<file path="config.mk">
export PLATFORM = sky130hd
export DESIGN_NAME = nidt_ctrl
export DESIGN_NICKNAME = d
export VERILOG_FILES = /design/src/rtl/nidt_pkg.sv /design/src/rtl/nidt_ctrl.sv
export SDC_FILE = /design/constraint.sdc
export NUM_CORES = 2
export LEC_CHECK = 0
export BUFFER_PORTS_ARGS = -buffer_cell sky130_fd_sc_hd__buf_2
export CORE_MARGIN = 2
export CORE_UTILIZATION = 30
export DETAILED_ROUTE_END_ITERATION = 10
export PLACE_DENSITY = 0.59
export SETUP_SLACK_MARGIN = 0.3
export SLEW_MARGIN = 20
export SYNTH_ARGS = -nofsm -noshare
export SYNTH_HDL_FRONTEND = slang
export SYNTH_SLANG_ARGS = --single-unit
</file>
<file path="constraint.sdc">
create_clock -name clk -period 16.4 [get_ports clk]
set_input_delay 0.82 -clock clk [delete_from_list [all_inputs] [get_ports clk]]
set_output_delay 0.82 -clock clk [all_outputs]
set_load 0.03 [all_outputs]
</file>
<file path="src/rtl/nidt_pkg.sv">
package nidt_pkg;

  localparam int ID_W        = 8;
  localparam int UUID_HALF_W = 64;
  localparam int TABLE_DEPTH = 256;
  localparam int SCAN_W      = ID_W + 1;

  typedef logic [ID_W-1:0]          node_id_t;
  typedef logic [UUID_HALF_W-1:0]   uuid_half_t;

  typedef struct packed {
    uuid_half_t upper;
    uuid_half_t lower;
  } uuid_t;

  typedef enum logic [1:0] {
    OP_ADD    = 2'd0,
    OP_DEL    = 2'd1,
    OP_LOOKUP = 2'd2,
    OP_NONE   = 2'd3
  } op_t;

  typedef enum logic [2:0] {
    S_IDLE,
    S_EXEC,
    S_DUP,
    S_INSERT,
    S_RSCAN,
    S_LOOK,
    S_OUT
  } state_t;

  typedef struct packed {
    logic     rd_en;
    node_id_t rd_addr;
    logic     wr_en;
    node_id_t wr_addr;
    uuid_t    wr_data;
  } mem_req_t;

endpackage

</file>
<file path="src/rtl/nidt_ctrl.sv">
module nidt_ctrl #(
  parameter int NODE_IDS = 255
) (
  input  logic                  clk,
  input  logic                  rst,
  input  logic                  in_valid,
  output logic                  in_ready,
  input  logic [1:0]            opcode,
  input  logic [7:0]            node_id,
  input  logic [63:0]           uuid_upper_in,
  input  logic [63:0]           uuid_lower_in,
  output logic                  out_valid,
  input  logic                  out_ready,
  output logic                  success,
  output logic [63:0]           uuid_upper_out,
  output logic [63:0]           uuid_lower_out,
  output logic [7:0]            next_free_id,
  output logic [7:0]            node_count,
  output nidt_pkg::mem_req_t    mem_req,
  input  nidt_pkg::uuid_t       mem_rd_data
);

  localparam logic [nidt_pkg::SCAN_W-1:0] LAST_ID   = nidt_pkg::SCAN_W'(NODE_IDS);
  localparam logic [nidt_pkg::ID_W-1:0]   LAST_ID8  = nidt_pkg::ID_W'(NODE_IDS);
  localparam logic [nidt_pkg::ID_W-1:0]   LAST_ITER = nidt_pkg::ID_W'(NODE_IDS - 1);

  nidt_pkg::state_t   state, state_next;
  nidt_pkg::op_t      item_op, item_op_next;
  nidt_pkg::node_id_t item_id, item_id_next;
  nidt_pkg::uuid_t    item_uuid, item_uuid_next;

  logic [nidt_pkg::TABLE_DEPTH-1:0] occ, occ_next;
  nidt_pkg::node_id_t next_id, next_id_next;
  nidt_pkg::node_id_t count, count_next;

  logic [nidt_pkg::SCAN_W-1:0] scan_k, scan_k_next;
  logic                        rd_pend, rd_pend_next;
  nidt_pkg::node_id_t          rd_id, rd_id_next;
  nidt_pkg::node_id_t          ptr, ptr_next;
  nidt_pkg::node_id_t          iter, iter_next;

  logic            res_ok, res_ok_next;
  nidt_pkg::uuid_t res_uuid, res_uuid_next;

  logic            out_valid_next;
  logic            out_load;
  logic            id_ok;

  assign id_ok = (item_id != '0) && ({1'b0, item_id} <= LAST_ID);

  always_comb begin
    state_next     = state;
    item_op_next   = item_op;
    item_id_next   = item_id;
    item_uuid_next = item_uuid;
    occ_next       = occ;
    next_id_next   = next_id;
    count_next     = count;
    scan_k_next    = scan_k;
    rd_pend_next   = 1'b0;
    rd_id_next     = rd_id;
    ptr_next       = ptr;
    iter_next      = iter;
    res_ok_next    = res_ok;
    res_uuid_next  = res_uuid;
    out_load       = 1'b0;
    out_valid_next = out_valid && !out_ready;
    mem_req        = '0;
    in_ready       = (state == nidt_pkg::S_IDLE);

    unique case (state)
      nidt_pkg::S_IDLE: begin
        if (in_valid) begin
          item_op_next         = nidt_pkg::op_t'(opcode);
          item_id_next         = node_id;
          item_uuid_next.upper = uuid_upper_in;
          item_uuid_next.lower = uuid_lower_in;
          res_ok_next          = 1'b0;
          res_uuid_next        = '0;
          state_next           = nidt_pkg::S_EXEC;
        end
      end

      nidt_pkg::S_EXEC: begin
        state_next = nidt_pkg::S_OUT;
        if (id_ok) begin
          unique case (item_op)
            nidt_pkg::OP_ADD: begin
              scan_k_next = nidt_pkg::SCAN_W'(1);
              state_next  = nidt_pkg::S_DUP;
            end
            nidt_pkg::OP_DEL: begin
              if (occ[item_id]) begin
                occ_next[item_id] = 1'b0;
                count_next        = count - 8'd1;
                res_ok_next       = 1'b1;
                if (next_id == '0 || item_id < next_id) begin
                  next_id_next = item_id;
                end
              end
            end
            nidt_pkg::OP_LOOKUP: begin
              mem_req.rd_en   = 1'b1;
              mem_req.rd_addr = item_id;
              state_next      = nidt_pkg::S_LOOK;
            end
            default: begin
              state_next = nidt_pkg::S_OUT;
            end
          endcase
        end
      end

      // read of entry k issued here, compared in the following cycle
      nidt_pkg::S_DUP: begin
        if (scan_k <= LAST_ID) begin
          mem_req.rd_en   = 1'b1;
          mem_req.rd_addr = scan_k[nidt_pkg::ID_W-1:0];
          rd_pend_next    = 1'b1;
          rd_id_next      = scan_k[nidt_pkg::ID_W-1:0];
          scan_k_next     = scan_k + 1'b1;
        end
        if (rd_pend) begin
          if (occ[rd_id] && mem_rd_data == item_uuid) begin
            occ_next[rd_id] = 1'b0;
            count_next      = count - 8'd1;
            rd_pend_next    = 1'b0;
            state_next      = nidt_pkg::S_INSERT;
          end else if (rd_id == LAST_ID8) begin
            rd_pend_next = 1'b0;
            state_next   = nidt_pkg::S_INSERT;
          end
        end
      end

      nidt_pkg::S_INSERT: begin
        if (!occ[item_id]) begin
          occ_next[item_id] = 1'b1;
          count_next        = count + 8'd1;
          res_ok_next       = 1'b1;
          mem_req.wr_en     = 1'b1;
          mem_req.wr_addr   = item_id;
          mem_req.wr_data   = item_uuid;
        end
        ptr_next   = (next_id == '0) ? 8'd1 : next_id;
        iter_next  = '0;
        state_next = nidt_pkg::S_RSCAN;
      end

      nidt_pkg::S_RSCAN: begin
        if (!occ[ptr]) begin
          next_id_next = ptr;
          state_next   = nidt_pkg::S_OUT;
        end else if (iter == LAST_ITER) begin
          next_id_next = '0;
          state_next   = nidt_pkg::S_OUT;
        end else begin
          ptr_next  = (ptr == LAST_ID8) ? 8'd1 : ptr + 8'd1;
          iter_next = iter + 8'd1;
        end
      end

      nidt_pkg::S_LOOK: begin
        if (occ[item_id]) begin
          res_ok_next   = 1'b1;
          res_uuid_next = mem_rd_data;
        end
        state_next = nidt_pkg::S_OUT;
      end

      nidt_pkg::S_OUT: begin
        if (!out_valid || out_ready) begin
          out_load       = 1'b1;
          out_valid_next = 1'b1;
          state_next     = nidt_pkg::S_IDLE;
        end
      end

      default: begin
        state_next = nidt_pkg::S_IDLE;
      end
    endcase
  end

  always_ff @(posedge clk) begin
    if (rst) begin
      state     <= nidt_pkg::S_IDLE;
      occ       <= '0;
      next_id   <= 8'd1;
      count     <= '0;
      out_valid <= 1'b0;
      rd_pend   <= 1'b0;
    end else begin
      state     <= state_next;
      occ       <= occ_next;
      next_id   <= next_id_next;
      count     <= count_next;
      out_valid <= out_valid_next;
      rd_pend   <= rd_pend_next;
    end
  end

  always_ff @(posedge clk) begin
    item_op   <= item_op_next;
    item_id   <= item_id_next;
    item_uuid <= item_uuid_next;
    scan_k    <= scan_k_next;
    rd_id     <= rd_id_next;
    ptr       <= ptr_next;
    iter      <= iter_next;
    res_ok    <= res_ok_next;
    res_uuid  <= res_uuid_next;
    if (out_load) begin
      success        <= res_ok;
      uuid_upper_out <= res_uuid.upper;
      uuid_lower_out <= res_uuid.lower;
      next_free_id   <= next_id;
      node_count     <= count;
    end
  end

endmodule

</file>
==> impl_results.md <==
- Fmax: 157 MHz
- # fillers: around 12,000
- # resized after CTS: 0
- Vias in the first global route: 31,200
- Placed insts: 5,141
- Hold Crit Start: node_id[3]
- Actual slew at the worst max-slew pin: 1520 ps
- Worst reg2reg startpoint: rd_id[1]
- Leakage: 15.8 nW
- Die area: roughly 130,000 µm²
- Post-synth EDFFs: 445
- Post CTS Setup Buffer Count: 0
- Required time of the worst setup path: 15,580 ps
- Final setup skew: 69.7 ps
- Hold WC Path Type: primary input to flip-flop
- DRT Pass-1 Iters: 7
- Hold EP: item_id[3]
- Crit-path leading delay family: buffers and inverters
- DRC: 0
- Tot Pwr: 0.00486 W
- Critical Path End Type: output pin
- Antenna viol nets, final: 0
- Initial Utilization: 30.1%
- CP max-delay cell: buf_4
- DP Wirelength: around 120,000 µm
- Final Non-Filler Cells: 5,310
- Max Root-Sink Buffers: 3
- Max incr delay on CP: 830 ps
- Distinct cells, synth: 75
- Global-route wire length before repair: 247,000 µm
- Max-slew violation total from the final report: 25
- Mean Syn Cell Area: 11.7 µm²
- CP Max Fanout: between 100 and 150
- Post-route setup TNS: 0 ps
- Clk slew on worst S/H paths: 70 ps
- Synth warn: 0
- Critical path class: flip-flop to output pin
- Row cnt: 129
- Slew HR: -1.02%
- Worst reg2reg path depth: 14
- Ports: about 560
- Synth top area share: 36.0%
- CTS Hold Bufs: 0
- Failing checks: max-slew violations
- Power per cell area: 109 nW/µm²
- GR Overflow Total: 0
- Tcrit/Tclk final: 38.8%
- Routed via count: 33,700
- Routed wire per std cell: 34.2 µm
- Routability Congestion: 1.03
- GRT Overall Usage: between 20% and 30%
- Vias per cell: 6.35
- Core Area: 123,000 µm²
- Final setup fails: 0
- Commonest non-fill, non-tap cells in the layout: buf_2, edfxtp_1, dfxtp_1
- Cells after Synth: about 3,200
- Worst vdd rail ir drop: 0.0000862 V
- Ys async rst share: 0%
- Seq/Total Area, Yosys: between 50% and 60%
- Post-Route WL: 182,000 µm
- Area growth syn-to-layout: 19.8%
- RSZ-0062 raised after global routing: no
- Most used cell, CP: buf_4
- CTS buffer count: 87
- Startpoint Class: flip-flop
- CTS sink count: 722
- Outcome: finished, violations left
- CP Cell Sequence: buf_4 > buf_4 > mux4_2 > mux2_2 > a22oi_1 > o2111ai_1 > o211a_1 > a311o_2 > nor3_4 > buf_12 > and2_1 > buf_2
- Buf/Inv on CP: 4
- Leading area contributor after synthesis: edfxtp_1
- H-tree Lvls: 3
- Worst reg2reg endpoint: occ[209]
- Worst endpoint data arrival time: 5540 ps
- Reg-to-reg setup timing slack: 10,060 ps
- Worst Hold Depth: 1
- Fraction of layout cells with a size suffix above 1: 27.8%
- Max-cap viol count: 0
- Largest net degree at the start of global routing: 181
- Most common cell after layout, fill and taps aside: buf_2
- Netlist area before placement: 37,100 µm²
- Clk root buf: clkbuf_16
- FF+latch area: 18,900 µm²
- Synth Register Bits: around 720
- Multi-input logic area: approximately 17,000 µm²
- PortBufs: 562
- Net Count, Synth: between 3,000 and 4,000
- Worst skew pair latency: between 700 and 800 ps
- Nets@finish: ~3,900
- Final Hold Violating Endpoints: 0
- Die W: 356 µm
- CTS tree: built
- Die Y: 356 µm
- Initial antenna violation count: 26
- Ys flop type: edfxtp_1
- Post-layout minimum cycle time: between 6000 and 7000 ps
- Iter 0 DRT Violations: ~5,700
- Top cells by area, synth: edfxtp_1, dfxtp_1, mux4_2
==> layout make-up <==
class / instances / area share (%)
tap: 1637 / 4.60
sequential: 722 / 42.5
clock buffer: 114 / 5.40
antenna: 10 / 0.0563
multi-input combinational: 2093 / 37.9
inverter: 28 / 0.236
timing repair buffer: 662 / 8.12
clock inverter: 44 / 1.22
==> per-stage QoR <==
| stage | util [%] | area, µm² | setup slack, ps | hold slack [ps] |
|---|---|---|---|---|
| final | 36.1 | 44500 | 10040 | 287 |
| after global placement | 33.6 | 41400 | 10460 | 401 |
| after global routing | 36.1 | 44500 | 9880 | 241 |
| after floorplan | - | 37100 | 8710 | 400 |
| after CTS | 36.0 | 44400 | 10120 | 229 |
| after detailed placement | 33.6 | 41500 | 10460 | 405 |
==> state kept, by name, summed over array words and instances (netlist names) <==
register,flops
node_count,8
ptr,8
res_ok,1
scan_k,9
item_id,8
item_uuid,128
count,8
state,3
rd_pend,1
success,1
out_valid,1
rd_id,8
iter,8
occ,256
next_free_id,8
item_op,2
uuid_lower_out,64
res_uuid,128
uuid_upper_out,64
next_id,8
==> report_power, final <==
| group | switching (W) | internal [W] | leakage [nW] |
|---|---|---|---|
| clock network | 0.000867 | 0.00117 | 1.46 |
| registers | 0.0000775 | 0.00206 | 6.44 |
| logic | 0.000506 | 0.000179 | 7.93 |
| total | 0.00145 | 0.00341 | 15.8 |
==> worst reg2reg max path: cells and delay by family, from the launching register on <==
| family | cells | cell delay [ps] |
|---|---|---|
| AOI/OAI and AO/OA | 5 | 1980 |
| and+or+nand+nor | 4 | 990 |
| buffers and inverters | 4 | 2530 |
| muxes | 1 | 230 |
| DFF | 1 | 340 |
==> logic make-up after synthesis <==
group | Yosys count | synth area share (%)
AO/OA/AOI/OAI | 952 | 17.5
multiplexers | 276 | 13.1
adder cells (fa/ha/maj) | 19 | 0.660
XOR/XNOR | 147 | 3.47
buffers and inverters | 360 | 4.02
flip-flops | 722 | 50.9
AND/OR/NAND/NOR | 699 | 10.3
==> synth_stat cells, drive strengths merged (5+ instances only) <==
master and count:
a211oi 254, a21o 6, a21oi 42, a22o 15, a22oi 52, a31o 7, a31oi 256, and2 141
and3 142, buf 87, clkbuf 245, dfxtp 277, edfxtp 445, ha 18, inv 27, mux2 10
mux2i 98, mux4 168, nand2 113, nand2b 15, nand3 49, nand4 30, nor2 97, nor2b 24
nor3 27, nor4 39, o211a 5, o21ai 14, o22ai 256, o31ai 6, or2 5, xnor2 53
xor2 94
==> how the worst max path moves through the flow <==
stage	start	to	slack [ps]	depth (start not counted)
2_1_floorplan	state[2]	next_free_id[0]	8710	4
3_3_place_gp	mem_rd_data[62]	occ[98]	10460	12
3_5_place_dp	mem_rd_data[47]	occ[70]	10460	12
4_1_cts	item_id[1]	mem_req[56]	10120	12
5_1_grt	item_id[1]	mem_req[124]	9880	12
6_report	item_id[1]	mem_req[115]	10040	12
==> metal layers <==
| layer | up-vias | part of all wire [%] | track usage (%) | wire length, µm |
|---|---|---|---|---|
| met5 | - | 0.051 | 0 | 92 |
| met4 | 14 | 6.5 | 14.8 | 11800 |
| met3 | 616 | 14 | 9.83 | 25400 |
| met2 | 2803 | 42 | 39.4 | 76500 |
| met1 | 16800 | 37 | 35.7 | 67700 |
| li1 | 13500 | - | - | - |
Note: power is estimated with default switching activity, not from simulation.
